==> config.mk <==
export PLATFORM = sky130hd
export DESIGN_NAME = aewt_cell
export DESIGN_NICKNAME = d
export VERILOG_FILES = /design/src/hw/rtl/aewt_pkg.sv /design/src/hw/rtl/aewt_cell.sv
export SDC_FILE = /design/constraint.sdc
export NUM_CORES = 1
export LEC_CHECK = 0
export BUFFER_PORTS_ARGS = -buffer_cell sky130_fd_sc_hd__buf_2
export CORE_ASPECT_RATIO = 0.8
export CORE_UTILIZATION = 30
export DETAILED_ROUTE_END_ITERATION = 8
export GPL_TIMING_DRIVEN = 0
export HOLD_SLACK_MARGIN = 0.1
export PLACE_DENSITY_LB_ADDON = 0.2
export RECOVER_POWER = 100
export REMOVE_ABC_BUFFERS = 1
export SKIP_CTS_REPAIR_TIMING = 1
export SYNTH_ARGS = -nofsm -noshare
export SYNTH_HDL_FRONTEND = slang
export SYNTH_SLANG_ARGS = --single-unit
==> constraint.sdc <==
create_clock -name aclk -period 4.93 [get_ports aclk]
set_clock_uncertainty 0.05 [all_clocks]
set_input_delay 0.7395 -clock aclk [delete_from_list [all_inputs] [get_ports aclk]]
set_output_delay 0.7395 -clock aclk [all_outputs]
set_load 0.01 [all_outputs]
==> src/hw/rtl/aewt_pkg.sv <==
// Shared types and codes for the active event window table.
// Used by aewt_cell and active_event_window_table_top; no dependencies.
`timescale 1ns / 1ps

package aewt_pkg;

    // Default number of table entries (one cell per entry)
    localparam int AEWT_CAPACITY = 16;

    // Field widths fixed by the interface
    localparam int CMD_W    = 2;
    localparam int ID_W     = 32;
    localparam int TIME_W   = 64;
    localparam int STATUS_W = 3;
    localparam int COUNT_W  = 5;

    // Command codes
    localparam logic [CMD_W-1:0] CMD_ADD   = 2'd0;
    localparam logic [CMD_W-1:0] CMD_FIND  = 2'd1;
    localparam logic [CMD_W-1:0] CMD_FLUSH = 2'd2;

    // Status codes
    localparam logic [STATUS_W-1:0] ST_OK        = 3'd0;
    localparam logic [STATUS_W-1:0] ST_PRESENT   = 3'd1;
    localparam logic [STATUS_W-1:0] ST_NOT_FOUND = 3'd2;
    localparam logic [STATUS_W-1:0] ST_INVALID   = 3'd3;
    localparam logic [STATUS_W-1:0] ST_FULL      = 3'd4;

    // Command token that walks down the cell chain, one cell per cycle.
    // t_start holds the start time for add and the flush time for flush.
    typedef struct packed {
        logic              valid;
        logic [CMD_W-1:0]  cmd;
        logic [ID_W-1:0]   id;
        logic [TIME_W-1:0] t_start;
        logic [TIME_W-1:0] t_end;
        logic              found;   // id matched in some cell passed so far
        logic              placed;  // a free cell has reserved the new entry
    } tok_t;

    // Broadcast from the chain tail back to every cell
    typedef struct packed {
        logic clear;   // drop any reservation
        logic commit;  // turn the reservation into a live entry
    } ctl_t;

endpackage

==> src/hw/rtl/aewt_cell.sv <==
// One table entry with its slice of the command chain.
// Depends on aewt_pkg for the token and control types.
`timescale 1ns / 1ps

module aewt_cell
    import aewt_pkg::*;
#(
    parameter int CNT_W = COUNT_W
) (
    input  logic             aclk,
    input  logic             aresetn,
    input  tok_t             tok_in,
    input  logic [CNT_W-1:0] cnt_in,
    input  ctl_t             ctl,
    output tok_t             tok_out,
    output logic [CNT_W-1:0] cnt_out
);

    logic              valid_reg;
    logic              pending_reg;
    logic [ID_W-1:0]   id_reg;
    logic [TIME_W-1:0] start_reg;
    logic [TIME_W-1:0] end_reg;

    logic              hit;
    logic              outside;
    logic              reserve;
    logic              drop;
    logic              valid_after;
    tok_t              tok_out_reg;
    logic [CNT_W-1:0]  cnt_out_reg;

    // Per-cell match, window test and free-slot reservation
    always_comb begin
        hit     = valid_reg && (id_reg == tok_in.id);
        outside = ($signed(tok_in.t_start) < $signed(start_reg)) ||
                  ($signed(end_reg) < $signed(tok_in.t_start));
        reserve = tok_in.valid && (tok_in.cmd == CMD_ADD) && !valid_reg &&
                  !tok_in.placed;
        drop    = tok_in.valid && (tok_in.cmd == CMD_FLUSH) && valid_reg && outside;
        valid_after = valid_reg && !drop;
    end

    // Entry state
    always_ff @(posedge aclk) begin
        if (!aresetn) begin
            valid_reg   <= 1'b0;
            pending_reg <= 1'b0;
        end else begin
            if (drop) begin
                valid_reg <= 1'b0;
            end else if (ctl.commit && pending_reg) begin
                valid_reg <= 1'b1;
            end
            if (reserve) begin
                pending_reg <= 1'b1;
            end else if (ctl.clear) begin
                pending_reg <= 1'b0;
            end
        end
    end

    // Entry payload, written when the slot is reserved
    always_ff @(posedge aclk) begin
        if (reserve) begin
            id_reg    <= tok_in.id;
            start_reg <= tok_in.t_start;
            end_reg   <= tok_in.t_end;
        end
    end

    // Hand the token and running count to the next cell
    always_ff @(posedge aclk) begin
        if (!aresetn) begin
            tok_out_reg.valid <= 1'b0;
        end else begin
            tok_out_reg.valid <= tok_in.valid;
        end
        tok_out_reg.cmd     <= tok_in.cmd;
        tok_out_reg.id      <= tok_in.id;
        tok_out_reg.t_start <= tok_in.t_start;
        tok_out_reg.t_end   <= tok_in.t_end;
        tok_out_reg.found   <= tok_in.found || hit;
        tok_out_reg.placed  <= tok_in.placed || reserve;
        cnt_out_reg         <= cnt_in + CNT_W'(valid_after);
    end

    assign tok_out = tok_out_reg;
    assign cnt_out = cnt_out_reg;

endmodule

* After elaboration in Yosys (flattened, before gate mapping)
Index checks and enable logic that the tools add are counted.
Operators by class: $add $sub $neg 1, magnitude comparators 2, equality and inequality tests 2, multiplexer cells 2, bitwise logic cells 1, reductions and logical operators 18
Operator list (count):
- < comparator 64 bit | 2
- == test 32 bit | 1
- logical AND 1 bit | 9
- adder 5 x 1 -> 5 bit | 1
- zero test 1 bit | 3
- logical OR 1 bit | 3
- == test 2 bit (second input constant) | 1
- zero test 2 bit | 1
- two-way mux 1 bit | 2
- nonzero test 2 bit | 1
- OR reduction 2 bit | 1
- NOT 1 bit | 1
Word-level totals: register bits after elaboration 332, input bits 174, output and inout port bits 170, word-level logic and storage cells 39

* Logic depth before layout (Yosys ltp)
Gate-level depths: netlist of the first run.
depth in word-level cells 7, gate-level depth with buffers 14, gate-level depth less buffers 14

* Worst setup path after synthesis of the first run
OpenSTA, ideal clock, no wires.
path kind in2reg, from input tok_in[162] (netlist bit), to register end_reg[0] (enable), library setup time 0.541 ns, data arrival time 4.694 ns, path slack -0.355 ns, stages on the path 2, path buffers 0, path through and2b_1 -> and3b_1
On the way: longest elaborated chain between the ends 4
Ends and longest elaborated chain:
- start, declared | RTL line aewt_cell.sv:12 | input tok_t tok_in,
- zero test 2 bit | RTL line aewt_cell.sv:38 | reserve = tok_in.valid && (tok_in.cmd == CMD_ADD) && !valid_reg &&
- logical AND 1 bit (3 in a row) | RTL line aewt_cell.sv:38
- via reserve | RTL line aewt_cell.sv:27 | logic reserve;
- end signal, assigned | RTL line aewt_cell.sv:68 | end_reg <= tok_in.t_end;
- end, declared | RTL line aewt_cell.sv:23 | logic [TIME_W-1:0] end_reg;
The timed path passes the listed nets, and every way through them passes these cells. A chain may end at the register's enable or synchronous reset.

* Worst setup path after layout of the first run
from input tok_in[162] (netlist bit), to register start_reg[11] (enable)
On the way: longest elaborated chain between the ends 4
Ends and longest elaborated chain:
- zero test 2 bit | RTL line aewt_cell.sv:38
- logical AND 1 bit (3 in a row) | RTL line aewt_cell.sv:38
- via reserve | RTL line aewt_cell.sv:27
- end signal, assigned | RTL line aewt_cell.sv:67 | start_reg <= tok_in.t_start;
- end, declared | RTL line aewt_cell.sv:22 | logic [TIME_W-1:0] start_reg;
The timed path passes the listed nets, and every way through them passes these cells.

==> impl_metrics.yaml, run 1 <==
cells_and_area:
  layout_common_cells: "clkbuf_1 (312), dfxtp_1 (172), edfxtp_1 (160)"
  largest_reg_flops: 165
  final_common_cell: "clkbuf_1"
  syn2layout_area_growth_pct: 27.4
  drive_above_1_share_pct: 7.78
  multi_input_area_sq_um: 3200
  nets: 1536
  seq_area_sq_um: 8250
  num-fill-cells: 3885
setup_path:
  crit_end: "start_reg[11]$_DFFE_PP_"
  reg2reg_from: "valid_reg$_SDFFE_PP0P_"
  critPathArrivalTime_ns: 4.22
  critPathLaunch: "tok_in[162]"
  setup.worst_path.start_class: "primary input"
  crit_path_max_fanout: 49
  path_class: "in -> reg"
  cp-end-kind: "flop"
  cp_data_required_time_ns: 5.07
  reg2reg_depth: 4
  r2r_setup_slack_ns: 0.95
  worstReg2RegEnd: "start_reg[11]$_DFFE_PP_"
floorplanning:
  die_w_um: 225
  dieArea_sq_um: 40600
  start_util_pct: 30.8
  rows: 64
  io_pins: 344
  core_sq_um: 38800
  die_height_um: 180
power:
  p_leak_nw: 6.28
  power_mw: 6.22
  powerDensity_nw_per_um2: 408
  vdd_drop_max_v: 0.000298
clock_tree:
  clk_path_buf_depth: 3
  clk_pin_slew_ns: 0.06
  cts_buffers: 36
  tritoncts: "built"
  cts.sinks: 332
  cts_max_level: 2
  clkLatencyLatePin_ns: 0.51
  ctsRootBufferMaster: "clkbuf_16"
yosys:
  syn_avg_cell_area_sq_um: 14.1
  synthCells: 850
  seq_area_frac_synth_pct: 69.0
  synth-seq-cells: 332
  syn_area_sq_um: 11900
  synth_cell_types: 41
  yosys_warnings: 0
placement:
  portBuffers: 343
  dp_slack_ns: 0.320
  gp_congestion: 0.751
  dp_hpwl_um: 20200
detailed_routing:
  vias_per_cell: 4.16
  drc: 0
  vias: 7437
  drt_iter0_drc: 253
  wl_per_cell_um: 14.8
  drtPass1Iterations: 5
  drtAntennaViolNets: 0
  drt_wl_total_um: 26500
timing:
  period_share_pct: 82.8
  fin_crit_ns: 4.08
  max_slew.worst_pin.slew_ns: 2.49
  report.final.hold_viol_count: 0
  whs_ns: 0.288
  fin_tns_setup_ns: 0
  slew_headroom_pct: -66.6
  fmaxAchievable_mhz: 245
  finalWorstSetupSlack_ns: 0.848
  rsz0062_at_grt: "false"
  finalSetupViolations: 0
  drv_slew: 95
status:
  violations: "capacitance limit, slew limit"
  status: "complete, but fails checks"
grt:
  grt_pass1_vias: 7309
  grt_pass1_wl_um: 40200
  grt-ovfl-total: 0
  antenna_found_initial: 3
  globalRouteTotalUtil_pct: 12.9
  grt_max_degree: 50
run:
  cap_violations: 2
min_path:
  hold_class: "in -> reg"
==> logic make-up after synthesis <==
kind of cell | synth area share, %
AOI/OAI and AO/OA | 5.85
muxes | 0.0838
xor gates and xnor gates | 2.64
and+or+nand+nor | 4.81
adders and majority gates | 13.4
DFF | 69.0
buffers and inverters | 4.18
==> layout make-up <==
class,count,area share [%]
Sequential cell,332,54.2
Multi-Input combinational cell,385,21.0
Timing Repair Buffer,346,9.03
Clock buffer,50,7.36
Tap cell,528,4.34
Inverter,133,3.28
Clock inverter,14,0.764
Antenna cell,1,0.0164
==> Yosys cell counts <==
cell,instances,area [sq um]
nor4_1,8,50.1
a2111oi_0,1,8.76
a21oi_2,1,8.76
nor2_1,14,52.6
a221oi_2,3,45.0
nand4_1,21,131
and2_1,1,6.26
a211oi_1,5,37.5
a221oi_1,5,43.8
dfxtp_1,172,3440
o21a_1,1,7.51
a21o_1,12,90.1
ha_1,128,1600
a2111oi_2,2,30.0
a31oi_1,1,6.26
nor2b_1,1,6.26
a221o_1,1,10.0
nor3_1,2,10.0
o21ai_0,12,60.1
and3b_1,1,8.76
a21boi_0,1,7.51
and2b_1,1,7.51
nand2b_1,2,12.5
o31ai_1,3,22.5
mux2i_1,1,10.0
a2111o_1,1,11.3
xnor2_1,29,254
o311ai_1,1,8.76
xor2_1,7,61.3
nand3_1,18,90.1
edfxtp_1,160,4800
a21oi_1,46,230
nand2_1,34,128
and4_1,6,52.6
a311oi_1,1,8.76
and3_1,2,12.5
a41o_1,1,10.0
o211ai_1,1,7.51
nand2_2,1,6.26
o21ai_1,9,45.0
inv_1,133,499
==> metrics by stage <==
step           instances  util [%]  area [sq um]
3_5_place_dp        1724      37.2         14400
5_1_grt             1788      39.3         15200
2_1_floorplan        850         -         11900
4_1_cts             1788      40.4         15600
6_report            1789      39.3         15200
3_3_place_gp        1721      37.0         14300
==> worst max-delay path: stages <==
cell and delay (ns):
buf_2 0.10, and2b_1 0.25, and3b_1 0.86, dlymetal6s2s_1 1.90
buf_16 0.31
==> metal layers <==
metal  vias up  wire length (um)  global-route usage [%]
li1       3769                 -                       -
met1      3405             12500                    17.6
met2       211             11700                    19.9
met3        48              1660                    3.41
met4         4               558                    4.16
met5         -                30                       0
==> worst min-delay path by stage <==
stage / from / endpoint / slack (ns) / depth (start not counted)
floorplan: pending_reg$_SDFFE_PN0P_ / pending_reg$_SDFFE_PN0P_ / 0.41 / 2
global placement: pending_reg$_SDFFE_PN0P_ / pending_reg$_SDFFE_PN0P_ / 0.42 / 2
detailed placement: pending_reg$_SDFFE_PN0P_ / pending_reg$_SDFFE_PN0P_ / 0.44 / 2
CTS: tok_in[43] / tok_out[43]$_DFF_P_ / 0.25 / 1
global route: tok_in[12] / tok_out[12]$_DFF_P_ / 0.25 / 1
finish: tok_in[162] / tok_out[162]$_DFF_P_ / 0.29 / 1
==> power breakdown <==
part,switching (mW),internal [mW]
clock network,1.06,1.69
registers,0.0298,3.01
logic,0.265,0.162
total,1.36,4.86
Power figures use the tool's default switching activity.
==> inputs of run 2 (changes only) <==
Clock period 4.93 ns to 3.4 ns, I/O delays scaled along.
==> impl_metrics.yaml, run 2 (same netlist as run 1, synthesis figures left out) <==
status:
  status: "finished, final reports clean"
setup_path:
  critPathArrivalTime_ns: 3.60
  critPathLaunch: "tok_in[120]"
  setup.worst_path.start_class: "primary input"
  reg2reg_from: "start_reg[63]$_DFFE_PP_"
  cp_top_family: "simple AND/OR/NAND/NOR gates"
  worstReg2RegEnd: "cnt_out[4]$_DFF_P_"
  crit_end: "cnt_out[4]$_DFF_P_"
  cp.depth: 13
  crit_path_max_incr_delay_ns: 0.52
  cp_cell_sequence: "dlygate4sd3_1 -> buf_2 -> ha_1 -> nand4_1 -> nor4_2 -> nand2_2 -> o31ai_2 -> xor2_1 -> a211oi_2 -> ha_2 -> ha_4 -> nand3_4 -> xnor2_1"
  cp_data_required_time_ns: 3.75
  slowest_stage: "dlygate4sd3_1"
  crit_path_max_fanout: 4
  path_class: "in -> reg"
  r2r_setup_slack_ns: 0.20
  reg2reg_depth: 12
  crit_buf_inv: 2
  cp-end-kind: "flop"
timing:
  period_share_pct: 95.7
  drv_slew: 0
  fin_tns_setup_ns: 0
  fmaxAchievable_mhz: 307
  max_slew.worst_pin.slew_ns: 1.15
  report.final.hold_viol_count: 0
  finalSetupViolations: 0
  fin_crit_ns: 3.25
  slew_headroom_pct: 23.7
min_path:
  hold_class: "in -> reg"
  hold_depth: 2
clock_tree:
  tritoncts: "built"
  cts_buffers: 36
  clk_pin_slew_ns: 0.06
  clk_path_buf_depth: 3
  cts.sinks: 332
  clkLatencyLatePin_ns: 0.51
  ctsRootBufferMaster: "clkbuf_16"
  cts_max_level: 2
power:
  vdd_drop_max_v: 0.000431
  powerDensity_nw_per_um2: 545
  p_switching_mw: 2.02
  pwr-share-seq_pct: 48.0
  p_sw_share_pct: 22.0
  p_clk_share_pct: 43.5
  p_comb_share_pct: 8.4
  p_int_mw: 7.16
  p_leak_nw: 6.90
placement:
  gp_congestion: 0.751
  dp_hpwl_um: 20200
  portBuffers: 343
  place_inst: 1724
cells_and_area:
  largest_reg_flops: 165
  num-fill-cells: 3755
  nets: 1685
  final_common_cell: "clkbuf_1"
  layout_common_cells: "clkbuf_1 (318), dfxtp_1 (172), edfxtp_1 (160)"
  drive_above_1_share_pct: 7.81
  syn2layout_area_growth_pct: 41.0
  final_cells: 1938
detailed_routing:
  vias: 8042
  vias_per_cell: 4.15
  drc: 0
  drt_wl_total_um: 28500
  drtPass1Iterations: 5
  drtAntennaViolNets: 0
  wl_per_cell_um: 14.7
  drt_iter0_drc: 284
floorplanning:
  io_pins: 344
  rows: 64
  die_w_um: 225
  start_util_pct: 30.8
  die_height_um: 180
  dieArea_sq_um: 40600
  core_sq_um: 38800
grt:
  antenna_found_initial: 1
  globalRouteTotalUtil_pct: 12.9
  grt_max_degree: 50
  grt-ovfl-total: 0
  grt_pass1_vias: 7309
  grt_pass1_wl_um: 40200
run:
  cap_violations: 0
[run 2: how the worst min path moves through the flow]
stage / startpoint / endpoint
CTS: tok_in[43] / tok_out[43]$_DFF_P_
detailed placement: pending_reg$_SDFFE_PN0P_ / pending_reg$_SDFFE_PN0P_
global placement: pending_reg$_SDFFE_PN0P_ / pending_reg$_SDFFE_PN0P_
finish: tok_in[1] / tok_out[1]$_DFF_P_
global route: tok_in[1] / tok_out[1]$_DFF_P_
floorplan: pending_reg$_SDFFE_PN0P_ / pending_reg$_SDFFE_PN0P_
[run 2: layout make-up]
cell class / count / area, sq um / area share (%)
multi-input combinational: 385 / 3340 / 19.8
sequential: 332 / 8250 / 49.0
tap: 528 / 661 / 3.92
clock inverter: 14 / 116 / 0.691
inverter: 133 / 499 / 2.96
antenna: 1 / 2.50 / 0.0149
timing repair buffer: 495 / 2860 / 17.0
clock buffer: 50 / 1120 / 6.65
[run 2: stage by stage]
step	hold WS, ns	total power, mW	utilization, %	setup WS [ns]	cell area [sq um]
final	0.133	9.18	43.5	0.146	16800
after global routing	0.107	9.60	43.5	-0.0225	16800
after CTS	0.0228	9.24	40.4	-0.658	15600
after detailed placement	0.441	5.18	37.2	-0.981	14400
after global placement	0.425	5.18	37.0	-3.94	14300
after floorplan	0.407	4.81	-	-1.66	11900
[run 2: power groups by stage]
stage,Sequential [mW],Combinational [mW],Clock [mW]
after floorplan,4.55,0.256,0
after global placement,4.50,0.678,0
after detailed placement,4.49,0.690,0
after CTS,4.40,0.694,4.15
after global routing,4.42,0.869,4.31
final,4.41,0.773,3.99
[run 2: per-layer routing]
metal	routed length [um]	GRT usage, %	up-vias
li1	-	-	4069
met1	13100	17.6	3715
met2	13200	19.9	210
met3	1630	3.41	46
met4	568	4.16	2
met5	10	0	-
==> inputs of run 3 (changes only) <==
Settings changed: CORE_ASPECT_RATIO 0.8 to not set, CORE_UTILIZATION 30 to 45.
==> impl_metrics.yaml, run 3 (same netlist as run 1, synthesis figures left out) <==
status:
  status: "finished, final reports clean"
grt:
  grt-ovfl-total: 0
  globalRouteTotalUtil_pct: 17.7
  grt_pass1_vias: 7440
  use_met2_pct: 30.1
  antenna_found_initial: 3
  grt_max_degree: 54
  grt.busiest_layer: "met2"
  grt_pass1_wl_um: 37000
  use_met1_pct: 22.2
  globalRouteMet3Util_pct: 4.42
power:
  power_mw: 8.78
  p_switching_mw: 1.96
  powerDensity_nw_per_um2: 550
  vdd_drop_max_v: 0.000490
  p_int_mw: 6.82
  p_clk_share_pct: 41.4
  p_sw_share_pct: 22.4
  p_comb_share_pct: 8.3
  pwr-share-seq_pct: 50.2
  p_leak_nw: 6.62
setup_path:
  cp_cell_sequence: "inv_1 -> ha_1 -> a21o_1 -> a21o_1 -> a221oi_4 -> o21ai_2 -> a31oi_4 -> o31ai_4 -> xor2_2 -> a211oi_4 -> ha_2 -> ha_4 -> nand3_1 -> xnor2_1"
  crit_path_max_fanout: 2
  cp_data_required_time_ns: 3.74
  cp-end-kind: "flop"
  path_class: "reg -> reg"
  crit_path_max_incr_delay_ns: 0.35
  setup.worst_path.start_class: "flop"
  critPathLaunch: "start_reg[5]$_DFFE_PP_"
  crit_buf_inv: 1
  crit_top_cell: "a21o_1"
  cp_top_family: "compound AO/OA/AOI/OAI gates"
  critPathArrivalTime_ns: 3.55
  slowest_stage: "edfxtp_1"
  reg2reg_from: "start_reg[5]$_DFFE_PP_"
clock_tree:
  clk_pin_slew_ns: 0.06
  cts_buffers: 35
  ctsRootBufferMaster: "clkbuf_16"
  tritoncts: "built"
  clkLatencyLatePin_ns: 0.51
  clk_path_buf_depth: 3
  cts_max_level: 2
  cts.sinks: 332
placement:
  postPlaceCellArea_sq_um: 14200
  dp_slack_ns: -0.822
  dp_hpwl_um: 18500
  portBuffers: 343
  gp_congestion: 0.768
timing:
  finalWorstSetupSlack_ns: 0.193
  fmaxAchievable_mhz: 312
  finalSetupViolations: 0
  fin_tns_setup_ns: 0
  fin_crit_ns: 3.21
  report.final.hold_viol_count: 0
  period_share_pct: 94.3
  slew_headroom_pct: 20.0
  max_slew.worst_pin.slew_ns: 1.20
  rsz0062_at_grt: "false"
  drv_slew: 0
run:
  cap_violations: 0
cells_and_area:
  final_area_sq_um: 16000
  largest_reg_flops: 165
  syn2layout_area_growth_pct: 33.7
  layout_common_cells: "clkbuf_1 (327), dfxtp_1 (172), edfxtp_1 (160)"
  num-fill-cells: 2224
  drive_above_1_share_pct: 7.82
  final_common_cell: "clkbuf_1"
  nets: 1632
floorplanning:
  die_height_um: 165
  rows: 59
  die_w_um: 165
  start_util_pct: 45.8
  dieArea_sq_um: 27200
  core_sq_um: 26100
  io_pins: 344
detailed_routing:
  wl_per_cell_um: 15.7
  drt_iter0_drc: 418
  drc: 0
  drt_wl_total_um: 26500
  drtAntennaViolNets: 0
  drtPass1Iterations: 4
  vias: 8041
  vias_per_cell: 4.75
min_path:
  hold_class: "in -> reg"
  min_from: "tok_in[0]"
==> run 3: cell types whose count changed in the layout (fill, tap and decap cells not counted), moves of 2 or more <==
cell / change
dlygate4sd3_1: -51
clkbuf_1: +9
clkinv_1: -5
clkbuf_16: -4
buf_2: -2
bufinv_16: -2
clkbuf_2: +2
==> run 3: final cells by class <==
type	count	area, sq um	share of cell area (%)
clock inverters	8	55.1	0.345
flip-flops and latches	332	8250	51.6
clock buffers	55	1050	6.60
well taps	335	419	2.62
diodes	1	2.50	0.0157
repair buffers	443	2330	14.6
multi-input cells	385	3360	21.1
inverters	133	499	3.13
==> run 3: stage by stage <==
step / hold slack, ns / util, % / std cells
6_report: 0.130 / 61.3 / 1692
5_1_grt: 0.135 / 61.3 / 1691
4_1_cts: 0.0419 / 58.6 / 1594
3_5_place_dp: 0.433 / 54.3 / 1531
3_3_place_gp: 0.424 / 54.0 / 1528
2_1_floorplan: 0.407 / - / 850
==> run 3: path summary, 6_finish.rpt <==
check / slack, ns / to / cells past startpoint
worst max-delay path: 0.19 / cnt_out[4]$_DFF_P_ / 14
worst min-delay path: 0.13 / tok_out[0]$_DFF_P_ / 2
worst max register to register: 0.19 / cnt_out[4]$_DFF_P_ / 14
worst min register to register: 0.44 / pending_reg$_SDFFE_PN0P_ / 2
==> run 3: power by group through the flow <==
stage	sequential (mW)	clock, mW	combinational [mW]
final	4.41	3.64	0.732
after global routing	4.42	3.88	0.828
after detailed placement	4.49	0	0.676
after CTS	4.40	3.72	0.682
after floorplan	4.55	0	0.256
after global placement	4.49	0	0.659
==> run 3: worst reg2reg max path: stages, from the launching register on <==
cell and delay [ns]:
edfxtp_1 0.35, inv_1 0.06, ha_1 0.23, a21o_1 0.18
a21o_1 0.20, a221oi_4 0.31, o21ai_2 0.14, a31oi_4 0.31
o31ai_4 0.12, xor2_2 0.21, a211oi_4 0.30, ha_2 0.26
ha_4 0.14, nand3_1 0.09, xnor2_1 0.13
==> run 3: per-layer routing <==
metal / vias to the layer above / wire (um)
met1: 3782 / 11100
met2: 239 / 13200
li1: 3963 / -
met3: 53 / 1610
met5: - / 22
met4: 4 / 531
